$ cat config.mk
export PLATFORM = sky130hd
export DESIGN_NAME = btpc_queue
export DESIGN_NICKNAME = d
export VERILOG_FILES = /design/src/rtl/core/btpc_pkg.sv /design/src/rtl/core/btpc_queue.sv
export SDC_FILE = /design/constraint.sdc
export NUM_CORES = 1
export LEC_CHECK = 0
export BUFFER_PORTS_ARGS = -buffer_cell sky130_fd_sc_hd__clkbuf_2
export CAP_MARGIN = 30
export CORE_ASPECT_RATIO = 0.9
export CORE_MARGIN = 4
export CORE_UTILIZATION = 40
export DETAILED_ROUTE_END_ITERATION = 6
export SLEW_MARGIN = 25
export SYNTH_ARGS = -nofsm -noshare
export SYNTH_HDL_FRONTEND = slang
export SYNTH_SLANG_ARGS = --single-unit
$ cat constraint.sdc
create_clock -name clk -period 6.6 [get_ports clk]
set_clock_uncertainty 0.15 [all_clocks]
set_input_delay 0 -clock clk [delete_from_list [all_inputs] [get_ports clk]]
set_output_delay 0 -clock clk [all_outputs]
set_load 0.05 [all_outputs]
$ cat src/rtl/core/btpc_pkg.sv
// shared types, constants and helpers for the barometer compensation unit
`timescale 1ns / 1ps
package btpc_pkg;

  localparam int RawW = 20;
  localparam int DivStages = 64;
  localparam int QDepth = 4;
  localparam int QAw = 2;

  typedef enum logic [1:0] {
    CFG_TEMP   = 2'd0,
    CFG_PRESSA = 2'd1,
    CFG_PRESSB = 2'd2,
    CFG_PRESSC = 2'd3
  } cfg_idx_t;

  // front to back queue entry
  typedef struct packed {
    logic [31:0] temp;
    logic [63:0] x2;
    logic [63:0] x1;
    logic [RawW-1:0] adc_p;
  } fe_item_t;

  // divider lane payload
  typedef struct packed {
    logic        vld;
    logic        fault;
    logic        neg;
    logic [31:0] temp;
    logic [63:0] rem;
    logic [63:0] num;
    logic [63:0] den;
  } div_lane_t;

  typedef struct packed {
    logic        vld;
    logic        fault;
    logic [31:0] temp;
    logic [63:0] p;
  } bk_item_t;

  function automatic logic [63:0] sx16(input logic [15:0] v);
    sx16 = {{48{v[15]}}, v};
  endfunction

endpackage

$ cat src/rtl/core/btpc_queue.sv
// short fifo between the front and back pipelines
`timescale 1ns / 1ps
module btpc_queue
  import btpc_pkg::*;
(
  input  logic     clk,
  input  logic     rst_n,
  input  logic     wr_en,
  input  fe_item_t wr_data,
  output logic     rd_vld,
  output fe_item_t rd_data
);

  fe_item_t        mem_r [QDepth];
  logic [QAw-1:0]  wp_r, rp_r;
  logic [QAw:0]    cnt_r;

  // back end never stalls, so pop whenever not empty
  assign rd_vld  = cnt_r != '0;
  assign rd_data = mem_r[rp_r];

  always_ff @(posedge clk) begin
    if (!rst_n) begin
      wp_r  <= '0;
      rp_r  <= '0;
      cnt_r <= '0;
    end else begin
      if (wr_en) wp_r <= wp_r + 1'b1;
      if (rd_vld) rp_r <= rp_r + 1'b1;
      cnt_r <= cnt_r + (QAw+1)'(wr_en) - (QAw+1)'(rd_vld);
    end
  end

  always_ff @(posedge clk) begin
    if (wr_en) mem_r[wp_r] <= wr_data;
  end

endmodule

==> flow_summary.yaml <==
status:
  outcome: "complete, no violations"
global_routing:
  grt_use_total_pct: 15.5
  antenna_found_initial: 7
  first_global_vias: 14200
  grt_pass1_wl_mm: 83.5
  grt_start_max_net_pins: 112
  grt_overflow: 0
place:
  gp_congestion: 0.713
  dp_slack_ps: 3770
  dp_hpwl_mm: 30.0
  io_buffers: 363
  placed_area_sq_um: 29200
  dp.cells: 2183
drt:
  drt_wl_total_mm: 54.3
  viasPerCell: 4.91
  vias: 12800
  wl_per_cell_um: 20.7
  drt_iter0_drc: 805
  antenna_left: 0
  firstDrtPassIters: 5
  drcViolationCount: 0
power_and_ir_drop:
  p_leak_nw: 11.8
  p_per_area_nw_per_um2: 408
  ir_drop_uv: 352
  p_total_mw: 14.0
synth:
  synth.top_cell.area_share_pct: 82.0
  synthCells: 982
  synth.area.mux_share_pct: 15.4
  synth_top_family_by_area: "multiplexers"
  yosysTopAreaCell: "edfxtp_1"
  yosys-top-cells-area: "edfxtp_1, mux4_2, dfxtp_1"
  synth-compound-area-share_pct: 0.0285
  syn_area_per_cell_sq_um: 26.9
  synthSimpleGateAreaFrac_pct: 0.351
  syn-cell-area_sq_um: 26400
  synth-xor-area-share_pct: 0.119
  synth_fa_ha_area_share_pct: 0.360
  synth.distinct_cells: 21
  yosysSeqAreaShare_pct: 82.6
  synth_nets: 1172
  ys_seq_elements: 729
  ys_warn_count: 0
finish:
  num-nets-final: 1877
  areaGrowthSynthToFinish_pct: 30.6
  final_common_cell: "edfxtp_1"
  postLayoutCellArea_sq_um: 34500
  nFillCells: 5128
  fin_util_pct: 52.6
  final_cell_mix: "edfxtp_1, clkbuf_2, dlygate4sd3_1"
  drive_gt1_share_pct: 38.0
  final_cells: 2617
setup_path:
  ff2ff_setup_slack_ps: 3820
  start_kind: "register"
  endpoint_kind: "primary output"
  crit_type: "register to primary output"
  cp.required_ps: 6450
  crit_fanout: 74
  cp.arrival_ps: 2760
floorplanning:
  pin_count: 364
  start_util_pct: 40.3
  coreArea_sq_um: 65500
  die_w_um: 279
  dieArea_sq_um: 70100
  rows: 89
  die_h_um: 252
clock_network:
  h-tree-depth: 3
  clk_latency_ps: 600
  clk_path_buf_depth: 3
  cts.repair.resized: 0
  clk_pin_slew_ps: 60
  cts_made_buffers: 74
  clock-root-buffer: "clkbuf_16"
  cts.sinks: 729
  cts_tree: "done"
sta:
  rsz0062_at_grt: "false"
  hold_viol_final: 0
  setup_viol: 0
  fmax_mhz: 344
  maxSlewViolCount: 0
  tightestPinTransition_ps: 912
  holdWs_ps: 30.4
  min_period_ps: 2910
  setup_tns_ps: 0
  slew_headroom_pct: 39.2
  worst_slack_ps: 3690
  fin_crit_sh_pct: 44.1
min_path:
  hold_class: "input port to register"
run:
  maxCapViolations: 0
final cells by class:
class | instances | area (sq um) | share of cell area, %
clock buffers | 98 | 2030 | 5.88
diodes | 6 | 15.0 | 0.0436
multi-input cells | 207 | 4310 | 12.5
repair buffers | 669 | 4930 | 14.3
flip-flops and latches | 729 | 21800 | 63.3
clock inverters | 38 | 262 | 0.759
well taps | 864 | 1080 | 3.14
inverters | 6 | 22.5 | 0.0654
registers in the layout, indices dropped and copies added (netlist names), named ones only:
name / cells
mem_r: 720
cnt_r: 3
rp_r: 2
wp_r: 2
power breakdown:
group / internal (mW) / total (mW) / switching [mW]
sequential: 5.34 / 5.43 / 0.0858
clock: 2.25 / 3.91 / 1.67
combinational: 1.47 / 4.71 / 3.24
total: 9.06 / 14.0 / 4.99
logic make-up after synthesis:
group	after synthesis
XOR/XNOR	2
AO/OA/AOI/OAI	1
adder cells (fa/ha/maj)	7
flip-flops	729
buffers and inverters	46
multiplexers	182
AND/OR/NAND/NOR	15
path summary, 6_finish.rpt:
check,end,from,cells past startpoint
hold / removal,mem_r[3][124],wr_data[124],2
hold reg to reg,register,rp_r[1],2
setup reg to reg,mem_r[3][110],wp_r[0],3
setup / recovery,rd_data[135],register,4
synthesized netlist by cell type:
cell type / n
ha_1: 6
and3_1: 2
inv_1: 6
mux2i_1: 2
nand2b_1: 1
buf_1: 2
fa_1: 1
clkbuf_1: 6
o31ai_1: 1
or4_1: 1
xor2_1: 1
and2_1: 8
nor2b_1: 1
buf_6: 11
nand2_1: 1
mux4_2: 180
edfxtp_1: 720
buf_2: 21
dfxtp_1: 9
xnor3_1: 1
or3_1: 1
critical path, stage by stage, from the launching register on:
cell and delay, ps:
dfxtp_4 370, buf_12 280, buf_16 430, mux4_2 620
clkbuf_2 260
repair_timing:
item                                   CTS  global route
hold buffers                           290             1
endpoints found under the hold margin  786             4
buffers inserted                         0             0
setup endpoints to repair                0             0
routing by layer:
metal	track usage [%]	wire length, um	up-vias
met5	0	38	-
met2	26.0	27300	346
met1	20.3	22100	6691
met4	4.32	1150	6
met3	4.09	3640	87
li1	-	-	5707
(Power assumes the default switching activity.)
